--- config.mk ---
export PLATFORM = sky130hd
export DESIGN_NAME = data_session_bringup_sequencer_flat
export DESIGN_NICKNAME = d
export VERILOG_FILES = /design/src/hw/rtl/dsbs_pkg.sv /design/src/hw/rtl/dsbs_req_if.sv /design/src/hw/rtl/dsbs_rsp_if.sv /design/src/hw/rtl/data_session_bringup_sequencer.sv /design/src/flat_wrapper.sv
export SDC_FILE = /design/constraint.sdc
export NUM_CORES = 1
export LEC_CHECK = 0
export BUFFER_PORTS_ARGS = -buffer_cell sky130_fd_sc_hd__buf_2
export CAP_MARGIN = 20
export CORE_AREA = 3 3 182 184
export DETAILED_ROUTE_END_ITERATION = 16
export DIE_AREA = 0 0 185 187
export PLACE_DENSITY = 0.63
export SYNTH_ARGS = -nofsm -noshare
export SYNTH_HDL_FRONTEND = slang
export SYNTH_SLANG_ARGS = --single-unit
--- constraint.sdc ---
create_clock -name clk -period 6.4 [get_ports clk]
set_input_delay 1.28 -clock clk [delete_from_list [all_inputs] [get_ports clk]]
set_output_delay 1.28 -clock clk [all_outputs]
set_load 0.01 [all_outputs]
--- src/hw/rtl/dsbs_pkg.sv ---
package dsbs_pkg;

	localparam int MAX_LEGS      = 2;
	localparam int NAME_CAPACITY = 16;
	localparam int LEG_W         = $clog2(MAX_LEGS + 1);

	typedef enum logic [3:0] {
		EV_BEGIN        = 4'd0,
		EV_LINK_ADDED   = 4'd1,
		EV_CLIENT_ALLOC = 4'd2,
		EV_BOUND        = 4'd3,
		EV_STARTED      = 4'd4,
		EV_SETTINGS     = 4'd5,
		EV_CONFIGURED   = 4'd6,
		EV_UNCONFIGURED = 4'd7,
		EV_STOP         = 4'd8,
		EV_FAIL         = 4'd9,
		EV_STOPPED      = 4'd10,
		EV_RELEASED     = 4'd11,
		EV_DELETED      = 4'd12,
		EV_CLEANUP_FAIL = 4'd13,
		EV_RESTART      = 4'd14
	} event_t;

	typedef enum logic [1:0] {
		FAM_V4   = 2'd0,
		FAM_V6   = 2'd1,
		FAM_DUAL = 2'd2,
		FAM_BAD  = 2'd3
	} family_t;

	typedef enum logic [2:0] {
		ST_OK      = 3'd0,
		ST_INVALID = 3'd1,
		ST_BUSY    = 3'd2,
		ST_PROTO   = 3'd3,
		ST_STALE   = 3'd4
	} status_t;

	typedef enum logic [3:0] {
		AC_NONE        = 4'd0,
		AC_ADD         = 4'd1,
		AC_ALLOC       = 4'd2,
		AC_BIND        = 4'd3,
		AC_START       = 4'd4,
		AC_SETTINGS    = 4'd5,
		AC_CONFIGURE   = 4'd6,
		AC_UNCONFIGURE = 4'd7,
		AC_STOP        = 4'd8,
		AC_RELEASE     = 4'd9,
		AC_DELETE      = 4'd10,
		AC_UP          = 4'd11,
		AC_DOWN        = 4'd12
	} action_t;

	typedef enum logic [13:0] {
		PH_IDLE        = 14'b00000000000001,
		PH_ADDING      = 14'b00000000000010,
		PH_ALLOC       = 14'b00000000000100,
		PH_BINDING     = 14'b00000000001000,
		PH_STARTING    = 14'b00000000010000,
		PH_SETTINGS    = 14'b00000000100000,
		PH_CONFIGURING = 14'b00000001000000,
		PH_UP          = 14'b00000010000000,
		PH_UNCONFIG    = 14'b00000100000000,
		PH_STOPPING    = 14'b00001000000000,
		PH_RELEASING   = 14'b00010000000000,
		PH_DELETING    = 14'b00100000000000,
		PH_FAILED      = 14'b01000000000000,
		PH_BLOCKED     = 14'b10000000000000
	} phase_t;

	typedef struct packed {
		logic [3:0]  req_type;
		logic [1:0]  family;
		logic [4:0]  name_length;
		logic [8:0]  mux_id;
		logic [1:0]  leg;
		logic [31:0] pkt_hdl;
		logic [7:0]  error_code;
	} req_t;

	typedef struct packed {
		status_t     status;
		action_t     action;
		logic        action_leg;
		logic [31:0] action_handle;
		logic [3:0]  phase_now;
	} rsp_t;

	// numeric phase as reported on the result channel
	function automatic logic [3:0] phase_code(phase_t ph);
		logic [3:0] c;
		c = 4'd0;
		unique case (ph)
			PH_IDLE:        c = 4'd0;
			PH_ADDING:      c = 4'd1;
			PH_ALLOC:       c = 4'd2;
			PH_BINDING:     c = 4'd3;
			PH_STARTING:    c = 4'd4;
			PH_SETTINGS:    c = 4'd5;
			PH_CONFIGURING: c = 4'd6;
			PH_UP:          c = 4'd7;
			PH_UNCONFIG:    c = 4'd8;
			PH_STOPPING:    c = 4'd9;
			PH_RELEASING:   c = 4'd10;
			PH_DELETING:    c = 4'd11;
			PH_FAILED:      c = 4'd12;
			PH_BLOCKED:     c = 4'd13;
			default:        c = 4'd0;
		endcase
		return c;
	endfunction

endpackage

--- src/hw/rtl/dsbs_req_if.sv ---
interface dsbs_req_if;
	logic           valid;
	logic           ready;
	dsbs_pkg::req_t data;

	modport source (output valid, output data, input ready);
	modport sink (input valid, input data, output ready);
endinterface

--- src/hw/rtl/dsbs_rsp_if.sv ---
interface dsbs_rsp_if;
	logic           valid;
	logic           ready;
	dsbs_pkg::rsp_t data;

	modport source (output valid, output data, input ready);
	modport sink (input valid, input data, output ready);
endinterface

--- src/hw/rtl/data_session_bringup_sequencer.sv ---
// channel | dir | payload                                            | handshake
// req     | in  | event: type, family, name length, mux, leg, handle | valid/ready
// rsp     | out | status, action, action leg, action handle, phase   | valid/ready
//
// one request in, one result out; each request passes through the input
// register and then the result register
// a new request is taken every cycle unless a stalled result backs up the input register;
// the session state updates as the input register drains into the result register, so back-to-back requests see it
// a stalled result holds the result register and then the input register
// arst_n clears the phase, leg counters, held flags, error flag and handles
module data_session_bringup_sequencer (
	input  logic            clk,
	input  logic            arst_n,
	dsbs_req_if.sink        req,
	dsbs_rsp_if.source      rsp
);
	import dsbs_pkg::*;

	// input register
	req_t             req_s1;
	logic             vld_s1;
	// result register
	rsp_t             rsp_s2;
	logic             vld_s2;

	// session state
	phase_t           phase_q;
	logic [LEG_W-1:0] leg_total_q;
	logic [LEG_W-1:0] leg_cursor_q;
	logic             link_held_q;
	logic             clients_held_q;
	logic             lcfg_held_q;
	logic             err_set_q;
	logic [31:0]      handles_q [MAX_LEGS];

	// next state
	phase_t           n_phase;
	logic [LEG_W-1:0] n_ltot;
	logic [LEG_W-1:0] n_cur;
	logic             n_link;
	logic             n_clients;
	logic             n_lcfg;
	logic             n_err;
	logic [31:0]      n_h [MAX_LEGS];

	status_t          st;
	action_t          act;
	logic             act_leg;
	logic [31:0]      act_hdl;
	logic             do_start;
	logic             do_adv;
	logic             leg_match;
	logic             leg_in_range;
	logic             adv;

	// input register drains when the result slot is free or being taken
	assign adv       = vld_s1 && (!vld_s2 || rsp.ready);
	assign req.ready = !vld_s1 || adv;

	// per-leg completion must name the expected leg inside the leg count
	assign leg_in_range = LEG_W'(req_s1.leg) < leg_total_q;
	assign leg_match    = (LEG_W'(req_s1.leg) == leg_cursor_q) && leg_in_range
		&& (req_s1.leg[1] == 1'b0);

	always_comb begin
		n_phase   = phase_q;
		n_ltot    = leg_total_q;
		n_cur     = leg_cursor_q;
		n_link    = link_held_q;
		n_clients = clients_held_q;
		n_lcfg    = lcfg_held_q;
		n_err     = err_set_q;
		for (int i = 0; i < MAX_LEGS; i++) begin
			n_h[i] = handles_q[i];
		end
		st       = ST_OK;
		act      = AC_NONE;
		act_leg  = 1'b0;
		act_hdl  = '0;
		do_start = 1'b0;
		do_adv   = 1'b0;

		unique case (req_s1.req_type)
			EV_BEGIN: begin
				if (req_s1.family == FAM_BAD) begin
					st = ST_INVALID;
				end else if (phase_q != PH_IDLE && phase_q != PH_FAILED) begin
					st = ST_BUSY;
				end else begin
					n_ltot    = (req_s1.family == FAM_DUAL) ? LEG_W'(2) : LEG_W'(1);
					n_cur     = '0;
					n_link    = 1'b0;
					n_clients = 1'b0;
					n_lcfg    = 1'b0;
					n_err     = 1'b0;
					for (int i = 0; i < MAX_LEGS; i++) begin
						n_h[i] = '0;
					end
					n_phase = PH_ADDING;
					act     = AC_ADD;
				end
			end
			EV_LINK_ADDED: begin
				// mux must fit in a byte and be nonzero; name needs room for its end mark
				if (phase_q != PH_ADDING || req_s1.mux_id[8] || req_s1.mux_id[7:0] == 8'd0
					|| req_s1.name_length == 5'd0
					|| 6'(req_s1.name_length) >= 6'(NAME_CAPACITY)) begin
					st = ST_INVALID;
				end else begin
					n_link  = 1'b1;
					n_cur   = '0;
					n_phase = PH_ALLOC;
					act     = AC_ALLOC;
				end
			end
			EV_CLIENT_ALLOC: begin
				if (phase_q != PH_ALLOC || !leg_match) begin
					st = ST_PROTO;
				end else begin
					n_clients = 1'b1;
					n_cur     = leg_cursor_q + LEG_W'(1);
					if (n_cur < leg_total_q) begin
						act     = AC_ALLOC;
						act_leg = n_cur[0];
					end else begin
						n_cur   = '0;
						n_phase = PH_BINDING;
						act     = AC_BIND;
					end
				end
			end
			EV_BOUND: begin
				if (phase_q != PH_BINDING || !leg_match) begin
					st = ST_PROTO;
				end else begin
					n_cur = leg_cursor_q + LEG_W'(1);
					if (n_cur < leg_total_q) begin
						act     = AC_BIND;
						act_leg = n_cur[0];
					end else begin
						n_cur   = '0;
						n_phase = PH_STARTING;
						act     = AC_START;
					end
				end
			end
			EV_STARTED: begin
				if (req_s1.pkt_hdl == 32'd0 || phase_q != PH_STARTING || !leg_match
					|| handles_q[req_s1.leg[0]] != 32'd0) begin
					st = ST_PROTO;
				end else begin
					n_h[req_s1.leg[0]] = req_s1.pkt_hdl;
					n_cur = leg_cursor_q + LEG_W'(1);
					if (n_cur < leg_total_q) begin
						act     = AC_START;
						act_leg = n_cur[0];
					end else begin
						n_cur   = '0;
						n_phase = PH_SETTINGS;
						act     = AC_SETTINGS;
					end
				end
			end
			EV_SETTINGS: begin
				if (phase_q != PH_SETTINGS || !leg_match) begin
					st = ST_PROTO;
				end else begin
					n_cur = leg_cursor_q + LEG_W'(1);
					if (n_cur < leg_total_q) begin
						act     = AC_SETTINGS;
						act_leg = n_cur[0];
					end else begin
						// cursor left at the leg count
						n_phase = PH_CONFIGURING;
						act     = AC_CONFIGURE;
					end
				end
			end
			EV_CONFIGURED: begin
				if (phase_q != PH_CONFIGURING) begin
					st = ST_PROTO;
				end else begin
					n_lcfg  = 1'b1;
					n_phase = PH_UP;
					act     = AC_UP;
				end
			end
			EV_UNCONFIGURED: begin
				if (phase_q != PH_UNCONFIG) begin
					st = ST_PROTO;
				end else begin
					n_lcfg = 1'b0;
					do_adv = 1'b1;
				end
			end
			EV_STOP: begin
				if (phase_q != PH_UP) begin
					st = ST_PROTO;
				end else begin
					n_err    = 1'b0;
					do_start = 1'b1;
				end
			end
			EV_FAIL: begin
				if (req_s1.error_code == 8'd0 || phase_q == PH_IDLE
					|| phase_q == PH_FAILED || phase_q == PH_BLOCKED) begin
					st = ST_INVALID;
				end else begin
					n_err = 1'b1;
					// a half-applied configuration still needs undoing
					if (phase_q == PH_CONFIGURING) begin
						n_lcfg = 1'b1;
					end
					do_start = 1'b1;
				end
			end
			EV_STOPPED: begin
				if (phase_q != PH_STOPPING || !leg_in_range || req_s1.leg[1]
					|| req_s1.pkt_hdl == 32'd0
					|| handles_q[req_s1.leg[0]] != req_s1.pkt_hdl) begin
					st = ST_STALE;
				end else begin
					n_h[req_s1.leg[0]] = '0;
					do_adv = 1'b1;
				end
			end
			EV_RELEASED: begin
				if (phase_q != PH_RELEASING) begin
					st = ST_PROTO;
				end else begin
					n_clients = 1'b0;
					do_adv    = 1'b1;
				end
			end
			EV_DELETED: begin
				if (phase_q != PH_DELETING) begin
					st = ST_PROTO;
				end else begin
					n_link = 1'b0;
					do_adv = 1'b1;
				end
			end
			EV_CLEANUP_FAIL: begin
				if (req_s1.error_code == 8'd0 || !(phase_q == PH_UNCONFIG
					|| phase_q == PH_STOPPING || phase_q == PH_RELEASING
					|| phase_q == PH_DELETING)) begin
					st = ST_INVALID;
				end else begin
					n_phase = PH_BLOCKED;
				end
			end
			EV_RESTART: begin
				if (phase_q == PH_IDLE) begin
					st = ST_INVALID;
				end else begin
					// modem gone: clients and packet handles are already lost
					n_err     = 1'b1;
					n_clients = 1'b0;
					for (int i = 0; i < MAX_LEGS; i++) begin
						n_h[i] = '0;
					end
					if (lcfg_held_q) begin
						n_phase = PH_UNCONFIG;
						act     = AC_UNCONFIGURE;
					end else if (link_held_q) begin
						n_phase = PH_DELETING;
						act     = AC_DELETE;
					end else begin
						n_phase = PH_FAILED;
						act     = AC_DOWN;
					end
				end
			end
			default: begin
				st = ST_INVALID;
			end
		endcase

		// cleanup entry: undo local configuration first
		if (do_start) begin
			if (n_lcfg) begin
				n_phase = PH_UNCONFIG;
				act     = AC_UNCONFIGURE;
			end else begin
				do_adv = 1'b1;
			end
		end

		// next cleanup step: stop legs in order, release clients, delete link, then go down
		if (do_adv) begin
			if (n_ltot != '0 && n_h[0] != 32'd0) begin
				n_phase = PH_STOPPING;
				act     = AC_STOP;
				act_leg = 1'b0;
				act_hdl = n_h[0];
			end else if (n_ltot > LEG_W'(1) && n_h[1] != 32'd0) begin
				n_phase = PH_STOPPING;
				act     = AC_STOP;
				act_leg = 1'b1;
				act_hdl = n_h[1];
			end else if (n_clients) begin
				n_phase = PH_RELEASING;
				act     = AC_RELEASE;
			end else if (n_link) begin
				n_phase = PH_DELETING;
				act     = AC_DELETE;
			end else begin
				n_phase = n_err ? PH_FAILED : PH_IDLE;
				act     = AC_DOWN;
			end
		end

		// rejected request: no operation, state untouched
		if (st != ST_OK) begin
			act     = AC_NONE;
			act_leg = 1'b0;
			act_hdl = '0;
			n_phase = phase_q;
		end
	end

	// input register
	always_ff @(posedge clk or negedge arst_n) begin
		if (!arst_n) begin
			vld_s1 <= 1'b0;
		end else if (req.ready) begin
			vld_s1 <= req.valid;
		end
	end

	always_ff @(posedge clk) begin
		if (req.valid && req.ready) begin
			req_s1 <= req.data;
		end
	end

	// result register
	always_ff @(posedge clk or negedge arst_n) begin
		if (!arst_n) begin
			vld_s2 <= 1'b0;
		end else if (adv) begin
			vld_s2 <= 1'b1;
		end else if (rsp.ready) begin
			vld_s2 <= 1'b0;
		end
	end

	always_ff @(posedge clk) begin
		if (adv) begin
			rsp_s2.status        <= st;
			rsp_s2.action        <= act;
			rsp_s2.action_leg    <= act_leg;
			rsp_s2.action_handle <= act_hdl;
			rsp_s2.phase_now     <= phase_code(n_phase);
		end
	end

	// session state commits only for accepted requests
	always_ff @(posedge clk or negedge arst_n) begin
		if (!arst_n) begin
			phase_q        <= PH_IDLE;
			leg_total_q    <= '0;
			leg_cursor_q   <= '0;
			link_held_q    <= 1'b0;
			clients_held_q <= 1'b0;
			lcfg_held_q    <= 1'b0;
			err_set_q      <= 1'b0;
			for (int i = 0; i < MAX_LEGS; i++) begin
				handles_q[i] <= '0;
			end
		end else if (adv && st == ST_OK) begin
			phase_q        <= n_phase;
			leg_total_q    <= n_ltot;
			leg_cursor_q   <= n_cur;
			link_held_q    <= n_link;
			clients_held_q <= n_clients;
			lcfg_held_q    <= n_lcfg;
			err_set_q      <= n_err;
			for (int i = 0; i < MAX_LEGS; i++) begin
				handles_q[i] <= n_h[i];
			end
		end
	end

	assign rsp.valid = vld_s2;
	assign rsp.data  = rsp_s2;

endmodule

--- src/flat_wrapper.sv ---
// flat-port wrapper written by rule: the top's interface ports become plain ports
module data_session_bringup_sequencer_flat import dsbs_pkg::*;
  (clk, arst_n, req_valid, req_data, req_ready, rsp_valid, rsp_data, rsp_ready);
  dsbs_req_if req_i ();
  dsbs_rsp_if rsp_i ();
  input  logic clk;
  input  logic arst_n;
  input wire logic [$bits(req_i.valid)-1:0] req_valid;
  input wire logic [$bits(req_i.data)-1:0] req_data;
  output wire logic [$bits(req_i.ready)-1:0] req_ready;
  output wire logic [$bits(rsp_i.valid)-1:0] rsp_valid;
  output wire logic [$bits(rsp_i.data)-1:0] rsp_data;
  input wire logic [$bits(rsp_i.ready)-1:0] rsp_ready;
  assign req_i.valid = req_valid;
  assign req_i.data = req_data;
  assign req_ready = req_i.ready;
  assign rsp_valid = rsp_i.valid;
  assign rsp_data = rsp_i.data;
  assign rsp_i.ready = rsp_ready;
  data_session_bringup_sequencer u_core (.clk(clk), .arst_n(arst_n), .req(req_i), .rsp(rsp_i));
endmodule
==> results by group, run 1 <==
Run status
  • Status: complete, no violations

Clocking
  • Root buf cell: clkbuf_16
  • Worst-Skew Late Latency: approximately 450 ps
  • CTS max path bufs: 2
  • Reg clk slew, reported paths: 80 ps
  • Post-CTS sizing: 0
  • CTS tree: done
  • Num CTS Buffers: 17
  • Hold_buf cts: 0
  • CTS Sinks: between 150 and 200
  • H-tree Lvls: 4
  • Postcts setup bufs: 0

Logic synthesis
  • Combinational family with the most area after synthesis: simple AND/OR/NAND/NOR gates
  • Post-synth ARST share: 0.4536
  • Register bit total from synthesis: a little under 200
  • Top post-synthesis cells by area: edfxtp_1 (29%), dfrtp_1 (20%), nand2_1 (6.3%)
  • Dominant register cell in the synthesized netlist: edfxtp_1
  • Net Count, Synth: roughly 1200
  • Simple logic cell fraction of the synthesized area: 0.2460
  • Yosys top cell by area: edfxtp_1
  • Avg Cell Area, Syn: about 9.4 um2
  • Cells after Synth: ~1200
  • Post-synthesis cell area: approximately 0.011 mm2
  • Post-synthesis mux area share: 0.03432
  • Seq/Total Area, Yosys: 0.4859
  • XOR/XNOR Fraction of Synth Area: 0.03398
  • Syn. warnings: 0
  • Post-Synth Adder-Cell Area: 0.002258
  • Post-synthesis cell type count: 78
  • Number of synthesized flops with an enable pin: 106
  • Top-area cell type share of the netlist area: 0.2872
  • Post-synthesis compound-gate area fraction: 0.1672

Layout
  • Layout cells sized above 1: 0.1554
  • Fin area: approximately 0.013 mm2
  • Antenna cells: 0
  • Number of nets in the layout: between 1000 and 1500
  • Area grow syn2layout: 14.47%
  • Fillcell total: slightly above 3000

Placement
  • Port Buffers: 111
  • GPL Wtd Cong: between 1 and 1.5
  • Dpl cell area: approximately 0.012 mm2
  • Pre-CTS WS: 942.0 ps
  • Post-DP HPWL: between 20000 and 30000 um

Setup path
  • Startpoint types: flip-flop
  • Arrival @ worst endpoint: between 5000 and 6000 ps
  • Required @ worst endpoint: between 6000 and 7000 ps
  • Nature of the critical path endpoint: flip-flop
  • Setup CP Type: flip-flop to flip-flop
  • Worst-path maximum fanout: 34

GRT
  • Vias in the first global route: 9429
  • Tot GR Track Use: 0.2206
  • Largest net degree at the start of global routing: 88
  • Grt ovf: 0
  • Initial antenna violation count: 1
  • First-pass GRT wire length: 58570 um

Pwr
  • Power, Total: between 3 and 4 mW
  • Worst vdd ir: ~0.18 mV
  • Power Density: around 260 mW/mm2
  • P_leak: about 5 nW

Hold path
  • HP Class: flip-flop to flip-flop

Timing
  • Post-layout minimum cycle time: between 5000 and 6000 ps
  • Final WS setup: ~930 ps
  • Final period util: 0.8545
  • Setup TNS: 0 ps
  • Max Slew Vio Count: 0
  • Highest clock rate: between 0.15 and 0.2 GHz
  • Slew HR: 0.3482
  • Clock Skew: roughly 18 ps
  • Number of setup violations in the final report: 0
  • Final Hold Fails: 0
  • Slew @ Worst Pin: ~980 ps
  • Unrepaired setup endpoints after global routing: no
  • Hold_ws: ~500 ps

Drt
  • Routed Antenna Nets: 0
  • First-pass DRT Iterations: 6
  • Via count: 9873
  • Drt drc: 0
  • DR iter-0 viols: between 900 and 1000
  • Wirelength per Cell: 22.97 um
  • DR vias/cell: just under 6
  • DRT Wirelength: 38490 um

Run
  • Max-Cap Viols: 0

Floorplan
  • Die Width: around 190 um
  • Starting density of the core: 0.3513
  • FP Rows: 65
  • Die H: ~190 um
  • Die area: 0.03460 mm2
  • Core area: 0.03156 mm2
  • I/O Pins: roughly 110
==> final timing paths <==
check                                       startpoint  slack, ps                           endpoint  depth (start not counted)
max                        u_core.req_s1[40]$_DFFE_PP_        930   u_core.rsp.data[7]$_SDFFCE_PP0P_                         14
min                          u_core.vld_s1$_DFFE_PN0N_        500       u_core.rsp.valid$_DFFE_PN0P_                          1
max reg2reg                u_core.req_s1[40]$_DFFE_PP_        930   u_core.rsp.data[7]$_SDFFCE_PP0P_                         14
min reg2reg                  u_core.vld_s1$_DFFE_PN0N_        500       u_core.rsp.valid$_DFFE_PN0P_                          1
max in group asynchronous                       arst_n       4500  u_core.leg_total_q[0]$_DFFE_PN0P_                          2
min in group asynchronous                       arst_n        820   u_core.handles_q[19]$_DFFE_PN0P_                          1
==> worst max-delay path, cell delays in order, from the launching register on <==
cell	delay, ps
edfxtp_1	990
buf_4	340
mux2i_1	350
o2111ai_1	170
nor3b_1	360
nand4_2	340
nor3_2	190
buf_4	380
a21oi_1	150
a211o_1	390
nand2_1	700
nor2_1	110
buf_4	260
a2bb2oi_1	340
nor2_1	100
==> cells in the mapped netlist, drive strengths merged (7+ instances only) <==
| master | instances |
|---|---|
| inv | 17 |
| clkbuf | 54 |
| xnor2 | 38 |
| nor2b | 16 |
| a2bb2oi | 14 |
| a31oi | 8 |
| or3 | 28 |
| a22o | 12 |
| edfxtp | 106 |
| mux2i | 38 |
| and2 | 23 |
| a211oi | 7 |
| nor3 | 39 |
| or4 | 13 |
| buf | 14 |
| o21ai | 96 |
| or2 | 7 |
| nand3 | 28 |
| o211ai | 9 |
| nand2 | 187 |
| nand4 | 13 |
| a22oi | 29 |
| nor4 | 51 |
| a21oi | 46 |
| nor2 | 71 |
| dfrtp | 87 |
| nand2b | 29 |
==> metal layers <==
| layer | track usage | vias to the layer above | wire length [um] | part of all wire |
|---|---|---|---|---|
| met3 | 0.03928 | 42 | 3026 | 0.079 |
| met4 | 0.05224 | 0 | 594 | 0.015 |
| met2 | 0.3231 | 411 | 16730 | 0.43 |
| met5 | 0 | - | 0 | 0 |
| li1 | - | 4543 | - | - |
| met1 | 0.3379 | 4877 | 18140 | 0.47 |
==> power breakdown <==
group	switching (mW)	total, mW	internal [mW]	leakage, nW
registers	0.0895	1.50	1.41	2.25
clock network	0.538	1.07	0.528	0.284
logic	0.486	0.730	0.244	2.47
==> final cells by class <==
cell class,instances,area (um2),area share
multi-input cells,896,5390,0.4248
flip-flops and latches,194,5386,0.4245
repair buffers,135,765.7,0.06035
well taps,402,503.0,0.03964
clock buffers,18,439.2,0.03461
clock inverters,14,140.1,0.01104
inverters,17,63.81,0.005029
==> logic make-up (layout without fill, tap and decap cells) <==
logic type | Yosys count | in the layout
simple gates | 534 | 534
compound gates | 279 | 279
mux | 38 | 38
flops | 194 | 194
buf+inv | 85 | 184
xor+xnor | 43 | 43
fa+ha+maj | 2 | 2
==> flip-flops by register name (all words and copies together) (netlist names) <==
signal and count:
u_core.err_set_q 1, u_core.leg_total_q 2, u_core.handles_q 64, u_core.rsp.valid 1
u_core.link_held_q 1, u_core.lcfg_held_q 1, u_core.rsp.data 44, u_core.leg_cursor_q 2
u_core.phase_q 14, u_core.vld_s1 1, u_core.clients_held_q 1, u_core.req_s1 62
==> per-stage QoR <==
step                        util  instances
final                     0.4021       1676
after global routing      0.4021       1676
after CTS                 0.4009       1673
after detailed placement  0.3826       1641
after global placement    0.3826       1641
after floorplan                -       1175
==> cell usage in the layout, fill, tap and decap left out, types with 14 or more instances in the layout <==
master     synthesis  layout
nand2_1          187     187
buf_2              8     110
edfxtp_1         106     106
o21ai_0           93      93
dfrtp_1           87      87
nor2_1            71      70
nor4_1            49      49
a21oi_1           46      46
mux2i_1           38      38
xnor2_1           38      38
nor3_1            37      36
a22oi_1           29      29
nand3_1           28      28
nand2b_1          29      28
or3_1             28      28
and2_1            23      22
buf_4              0      21
clkbuf_16          0      17
inv_1             17      16
nor2b_1           16      16
a2bb2oi_1         14      14
(Power assumes the default switching activity.)
==> run 2, diff against run 1 <==
--- a/config.mk
+++ b/config.mk
@@ -8,6 +8,7 @@
 export BUFFER_PORTS_ARGS = -buffer_cell sky130_fd_sc_hd__buf_2
 export CAP_MARGIN = 20
 export CORE_AREA = 3 3 182 184
+export CTS_BUF_LIST = sky130_fd_sc_hd__clkbuf_4
 export DETAILED_ROUTE_END_ITERATION = 16
 export DIE_AREA = 0 0 185 187
 export PLACE_DENSITY = 0.63
==> run 2 against run 1 <==
- clock skew is 29 ps higher
- first-iteration DRC count is 18% higher
- via count hardly changed
- global-route usage is 0.069 points lower
- clock-buffer cell count is 1 lower
- clock power is 38% lower
- design area is 2.4% lower
- largest cell class unchanged
- largest power group unchanged
==> results by group, run 2 (synthesis gave the netlist of run 1 again) <==
Drt
  • Via count: 9874 (+0.010%)
  • Wirelength per Cell: 22.97 um (about the same)
  • DR iter-0 viols: 1109 (+18%)
  • Drt drc: 0 (unchanged)
  • Routed Antenna Nets: 0 (unchanged)
  • DR vias/cell: 5.888 (about the same)
  • First-pass DRT Iterations: 6 (unchanged)
  • DRT Wirelength: 38530 um (about the same)

Hold path
  • Worst Hold End: u_core.clients_held_q$_DFFE_PN0P_
  • Hold_sp: u_core.clients_held_q$_DFFE_PN0P_
  • Hold Path Stages: 2 (+1)
  • HP Class: flip-flop to flip-flop

Clocking
  • CTS tree: done
  • Reg clk slew, reported paths: 190 ps (+110 ps)
  • H-tree Lvls: 4 (unchanged)
  • Worst-Skew Late Latency: 660 ps (+210 ps)
  • CTS Sinks: 194 (unchanged)
  • Post-CTS sizing: 0 (unchanged)
  • Hold_buf cts: 0 (unchanged)
  • CTS max path bufs: 2 (unchanged)
  • Postcts setup bufs: 0 (unchanged)
  • Num CTS Buffers: 17 (unchanged)
  • Root buf cell: clkbuf_4

Setup path
  • R2r setup slk: 940 ps (about the same)
  • Crit path top cell by count: buf_4
  • RR Startpoint: u_core.req_s1[40]$_DFFE_PP_
  • Arrival @ worst endpoint: 5880 ps (+220 ps)
  • Slowest-stage cell, CP: edfxtp_1
  • Crit-path leading delay family: simple AND/OR/NAND/NOR gates
  • Worst-path maximum fanout: 34 (unchanged)
  • Nature of the critical path endpoint: flip-flop
  • Reg2reg path depth: 14 (unchanged)
  • Required @ worst endpoint: 6820 ps (+230 ps)
  • FF-to-FF End: u_core.rsp.data[7]$_SDFFCE_PP0P_
  • WP buf/inv: 3 (unchanged)
  • Setup CP Type: flip-flop to flip-flop
  • CP max stage delay: 1010 ps (+20 ps)
  • Critical path, cell by cell: buf_4 > mux2i_1 > o2111ai_1 > nor3b_1 > nand4_2 > nor3_2 > buf_4 > a21oi_1 > a211o_1 > nand2_1 > nor2_1 > buf_4 > a2bb2oi_1 > nor2_1
  • Startpoint types: flip-flop

Floorplan
  • Die area: 0.03460 mm2 (unchanged)
  • Die H: 187 um (unchanged)
  • Die Width: 185 um (unchanged)
  • Starting density of the core: 0.3513 (unchanged)
  • FP Rows: 65 (unchanged)
  • I/O Pins: 112 (unchanged)
  • Core area: 0.03156 mm2 (unchanged)

Timing
  • Slew @ Worst Pin: 974.3 ps (-3.491 ps)
  • Number of setup violations in the final report: 0 (unchanged)
  • Final period util: 0.8525 (-0.001963)
  • Post-layout minimum cycle time: 5456 ps (-12.56 ps)
  • Unrepaired setup endpoints after global routing: no
  • Setup TNS: 0 ps (unchanged)
  • Max Slew Vio Count: 0 (unchanged)
  • Slew HR: 0.3505 (+0.002328)
  • Highest clock rate: 0.1833 GHz (+0.23%)
  • Final Hold Fails: 0 (unchanged)
  • Clock Skew: 47.23 ps (+29.19 ps)

Placement
  • Dpl cell area: 0.01207 mm2 (unchanged)
  • Post-DP HPWL: 28480 um (unchanged)
  • Port Buffers: 111 (unchanged)
  • GPL Wtd Cong: 1.022 (unchanged)

Layout
  • Fillcell total: 3129 (+1.0%)
  • Area grow syn2layout: 11.72%
  • Most common cell after layout, fill and taps aside: nand2_1
  • Max FFs per register: 64 (unchanged)
  • Multi-input gate area: 0.005390 mm2 (unchanged)
  • Largest register by flop count: u_core.handles_q
  • Fin area: 0.01238 mm2 (-2.4%)
  • Reg area: 0.005386 mm2 (unchanged)
  • Number of nets in the layout: 1329 (unchanged)
  • Layout cells sized above 1: 0.1546 (-0.0007849)
  • Most frequent cells in the layout: nand2_1 (187), buf_2 (110), edfxtp_1 (106), o21ai_0 (93), dfrtp_1 (87)

GRT
  • Initial antenna violation count: 2 (+1)
  • First-pass GRT wire length: 58270 um (-0.51%)
  • Tot GR Track Use: 0.2200 (-0.0006863)
  • Grt ovf: 0 (unchanged)
  • Vias in the first global route: 9360 (-0.73%)
  • Largest net degree at the start of global routing: 88 (unchanged)

Pwr
  • Worst vdd ir: 0.1297 mV (-30%)
  • P_leak: 4.864 nW (-2.7%)
  • Power Density: 233.6 mW/mm2 (-10%)

Run
  • Max-Cap Viols: 0 (unchanged)

Run status
  • Status: complete, no violations
-- run 2: cell count changes in the layout (fill, tap and decap cells not counted) --
cell,previous run,this run
diode_2,0,1
clkinv_1,0,1
clkbuf_16,17,0
clkbuf_4,1,18
clkbuf_8,1,0
-- run 2: how the worst max path moves through the flow --
stage                                        startpoint                               end  cells after the start
after floorplan           u_core.phase_q[6]$_DFFE_PN0P_      u_core.rsp.data[0]$_DFFE_PP_                     13
after global placement      u_core.req_s1[40]$_DFFE_PP_  u_core.rsp.data[7]$_SDFFCE_PP0P_                     14
after detailed placement    u_core.req_s1[40]$_DFFE_PP_  u_core.rsp.data[7]$_SDFFCE_PP0P_                     14
after CTS                   u_core.req_s1[40]$_DFFE_PP_  u_core.rsp.data[7]$_SDFFCE_PP0P_                     14
after global routing        u_core.req_s1[40]$_DFFE_PP_  u_core.rsp.data[7]$_SDFFCE_PP0P_                     14
final                       u_core.req_s1[40]$_DFFE_PP_  u_core.rsp.data[7]$_SDFFCE_PP0P_                     14
-- run 2: metrics by stage --
step | total power [mW] | worst slack [ps] | hold slack, ps | instances | util
floorplan | 1.961 | 2274 | 439.5 | 1175 | -
global placement | 2.238 | 1019 | 467.5 | 1641 | 0.3826
detailed placement | 2.233 | 942.0 | 474.5 | 1641 | 0.3826
CTS | 2.899 | 963.1 | 517.3 | 1673 | 0.3912
global route | 3.037 | 586.7 | 550.5 | 1677 | 0.3924
finish | 2.893 | 943.8 | 511.9 | 1677 | 0.3924
-- run 2: area by class of cell --
type                    count  area share
clock buffers              17     0.01031
repair buffers            135     0.06184
inverters                  17    0.005153
clock inverters            15     0.01162
diodes                      1   0.0002021
flip-flops and latches    194      0.4350
multi-input cells         896      0.4353
well taps                 402     0.04062
-- run 2: per-layer routing --
layer | vias to the layer above | part of all wire | track usage
li1 | 4543 | - | -
met3 | 36 | 0.080 | 0.03559
met4 | 0 | 0.012 | 0.04560
met1 | 4869 | 0.47 | 0.3384
met5 | - | 0 | 0
met2 | 426 | 0.44 | 0.3260
-- run 2: worst min-delay path, cell delays in order, from the launching register on --
cell and delay [ps]:
dfrtp_1 390, nand2_1 50, nand2_1 50
-- run 2: report_power, final --
group / switching, mW / internal (mW)
Combinational: 0.486 / 0.244
Clock: 0.488 / 0.172
Sequential: 0.0901 / 1.41
==> run 3, diff against run 2 <==
--- a/config.mk
+++ b/config.mk
@@ -5,13 +5,14 @@
 export SDC_FILE = /design/constraint.sdc
 export NUM_CORES = 1
 export LEC_CHECK = 0
+export ABC_AREA = 1
 export BUFFER_PORTS_ARGS = -buffer_cell sky130_fd_sc_hd__buf_2
 export CAP_MARGIN = 20
-export CORE_AREA = 3 3 182 184
+export CORE_AREA = 3 3 221 223
 export CTS_BUF_LIST = sky130_fd_sc_hd__clkbuf_4
 export DETAILED_ROUTE_END_ITERATION = 16
-export DIE_AREA = 0 0 185 187
-export PLACE_DENSITY = 0.63
+export DIE_AREA = 0 0 224 226
+export PLACE_DENSITY = 0.54
 export SYNTH_ARGS = -nofsm -noshare
 export SYNTH_HDL_FRONTEND = slang
 export SYNTH_SLANG_ARGS = --single-unit
==> run 3 against run 2 <==
- final cell count increased by 58%
- clock power increased by 5.3%
- sequential power increased by 29%
- largest cell class unchanged
- critical path depth increased by 3
- synthesized cell count increased by 67%
- first-iteration DRC count increased by 36%
==> results by group, run 3 <==
Clocking
  • Hold_buf cts: 0 (unchanged)
  • Worst-Skew Late Latency: 710 ps (+50 ps)
  • Postcts setup bufs: 0 (unchanged)
  • Root buf cell: clkbuf_4
  • Post-CTS sizing: 0 (unchanged)
  • Reg clk slew, reported paths: 160 ps (-30 ps)
  • Num CTS Buffers: 17 (unchanged)
  • H-tree Lvls: 4 (unchanged)
  • CTS tree: done
  • CTS Sinks: 194 (unchanged)
  • CTS max path bufs: 2 (unchanged)

Logic synthesis
  • Top-area cell type share of the netlist area: 0.2415 (-0.04562)
  • Post-synthesis cell type count: 48 (-38%)
  • Dominant register cell in the synthesized netlist: edfxtp_1
  • Seq/Total Area, Yosys: 0.4088 (-0.07719)
  • Post-synth ARST share: 0.4536 (unchanged)
  • Avg Cell Area, Syn: 6.716 um2 (-29%)
  • Yosys top cell by area: edfxtp_1
  • Cells after Synth: 1962 (+67%)
  • Commonest cells post-synth: nand2_1 (642), inv_1 (258), o21ai_0 (202)
  • Number of synthesized flops with an enable pin: 106 (unchanged)
  • Syn. warnings: 0 (unchanged)
  • Post-synthesis cell area: 0.01318 mm2 (+19%)
  • Top post-synthesis cells by area: edfxtp_1 (24%), nand2_1 (18%), dfrtp_1 (17%)
  • Net Count, Synth: 2030 (+63%)
  • Register bit total from synthesis: 194 (unchanged)
  • Most common cell in the netlist: nand2_1

Floorplan
  • Core area: 0.04675 mm2 (+48%)
  • Die area: 0.05062 mm2 (+46%)
  • I/O Pins: 112 (unchanged)
  • Die H: 226 um (+21%)
  • FP Rows: 79 (+22%)
  • Starting density of the core: 0.2819 (-0.06942)
  • Die Width: 224 um (+21%)

Layout
  • Most common cell after layout, fill and taps aside: nand2_1
  • Final core utilization: 0.3103 (-0.08210)
  • Reg area: 0.005386 mm2 (unchanged)
  • Max FFs per register: 64 (unchanged)
  • Number of nets in the layout: 2091 (+57%)
  • Layout cells sized above 1: 0.1017 (-0.05296)
  • Multi-input gate area: 0.006399 mm2 (+19%)
  • Largest register by flop count: u_core.handles_q
  • Most frequent cells in the layout: nand2_1 (642), inv_1 (256), o21ai_0 (201), nand3_1 (186), nor2_1 (172)
  • Area grow syn2layout: 10.10%
  • Fillcell total: 5088 (+63%)

Setup path
  • Required @ worst endpoint: 7000 ps (+180 ps)
  • Startpoint types: flip-flop
  • Worst-path maximum fanout: 51 (+50%)
  • Nature of the critical path endpoint: flip-flop
  • Setup CP Type: flip-flop to flip-flop
  • Arrival @ worst endpoint: 5580 ps (-300 ps)

Pwr
  • Worst vdd ir: 0.1359 mV (+4.8%)
  • Power, Total: 5.073 mW (+75%)
  • P_leak: 7.003 nW (+44%)
  • Power Density: 349.7 mW/mm2 (+50%)

Timing
  • Hold_ws: 554.9 ps (+42.95 ps)
  • Number of setup violations in the final report: 0 (unchanged)
  • Slew @ Worst Pin: 931.4 ps (-42.83 ps)
  • Max Slew Vio Count: 0 (unchanged)
  • Final Hold Fails: 0 (unchanged)
  • Highest clock rate: 0.2009 GHz (+9.6%)
  • Slew HR: 0.3784 (+0.02787)
  • Unrepaired setup endpoints after global routing: no
  • Setup TNS: 0 ps (unchanged)
  • Clock Skew: 50.72 ps (+3.486 ps)
  • Final period util: 0.7778 (-0.07472)
  • Post-layout minimum cycle time: 4978 ps (-478.2 ps)

Drt
  • Routed Antenna Nets: 0 (unchanged)
  • DR iter-0 viols: 1505 (+36%)
  • DRT Wirelength: 49090 um (+27%)
  • DR vias/cell: 5.001 (-15%)
  • Wirelength per Cell: 18.57 um (-19%)
  • Drt drc: 0 (unchanged)
  • Via count: 13220 (+34%)
  • First-pass DRT Iterations: 6 (unchanged)

Placement
  • GPL Wtd Cong: 1.015 (-0.69%)
  • Port Buffers: 111 (unchanged)
  • Post-DP HPWL: 37580 um (+32%)

GRT
  • First-pass GRT wire length: 73830 um (+27%)
  • Tot GR Track Use: 0.1923 (-0.02765)
  • Vias in the first global route: 11910 (+27%)
  • Largest net degree at the start of global routing: 135 (+53%)
  • Grt ovf: 0 (unchanged)
  • Initial antenna violation count: 2 (unchanged)

Run
  • Max-Cap Viols: 0 (unchanged)

Run status
  • Status: complete, no violations

Hold path
  • HP Class: flip-flop to flip-flop
[run 3: layout make-up]
class	instances	area share
Clock buffer	17	0.008796
Tap cell	607	0.05235
Sequential cell	194	0.3712
Timing Repair Buffer	126	0.04847
Antenna cell	1	0.0001725
Clock inverter	15	0.01000
Multi-Input combinational cell	1422	0.4410
Inverter	262	0.06795
[run 3: metal layers]
layer	vias up	routed length, um	GRT usage
met5	-	0	0
met3	57	4786	0.04160
met1	6051	23520	0.2933
li1	6461	-	-
met4	0	1340	0.07388
met2	654	19440	0.2611
[run 3: logic make-up after synthesis]
| logic type | after synthesis | synth area share |
|---|---|---|
| simple gates | 1086 | 0.3471 |
| compound gates | 330 | 0.1325 |
| buf+inv | 346 | 0.1071 |
| xor+xnor | 4 | 0.002659 |
| flops | 194 | 0.4088 |
| fa+ha+maj | 2 | 0.001899 |
[run 3: per-stage QoR]
| stage | cell area [um2] | worst slack, ps | cells |
|---|---|---|---|
| after floorplan | 13180 | 3134 | 1962 |
| after global placement | 14220 | 877.4 | 2610 |
| after detailed placement | 14230 | 1535 | 2611 |
| after CTS | 14510 | 1506 | 2643 |
| after global routing | 14510 | 1040 | 2644 |
| final | 14510 | 1422 | 2644 |
[run 3: worst max-delay path, stage by stage (launching register included)]
cell and delay [ps]:
edfxtp_1 490, inv_4 460, nand2_1 120, nand2_1 90, nand2_1 140, nor2_2 300
inv_2 100, nor3_4 220, nand2_2 430, a22oi_2 280, nand3b_1 180, nor2_1 190
nand3_1 230, nor2_2 230, nand2_4 170, nor2_4 520, inv_1 460, o21ai_0 290
[run 3: path summary, 6_finish.rpt]
kind                                          startpoint                               end  slack (ps)  depth (start not counted)
min                        u_core.phase_q[8]$_DFFE_PN0P_     u_core.phase_q[8]$_DFFE_PN0P_         550                          2
max reg2reg                  u_core.req_s1[40]$_DFFE_PP_     u_core.phase_q[8]$_DFFE_PN0P_        1420                         17
max                          u_core.req_s1[40]$_DFFE_PP_     u_core.phase_q[8]$_DFFE_PN0P_        1420                         17
min in group asynchronous                         arst_n  u_core.handles_q[46]$_DFFE_PN0P_         580                          1
min reg2reg                u_core.phase_q[8]$_DFFE_PN0P_     u_core.phase_q[8]$_DFFE_PN0P_         550                          2
max in group asynchronous                         arst_n         u_core.vld_s1$_DFFE_PN0N_        4630                          2
[run 3: where the power goes]
part / switching (mW) / leakage [nW] / internal, mW
Combinational: 1.76 / 4.65 / 0.689
Clock: 0.490 / 0.149 / 0.205
Sequential: 0.289 / 2.21 / 1.64
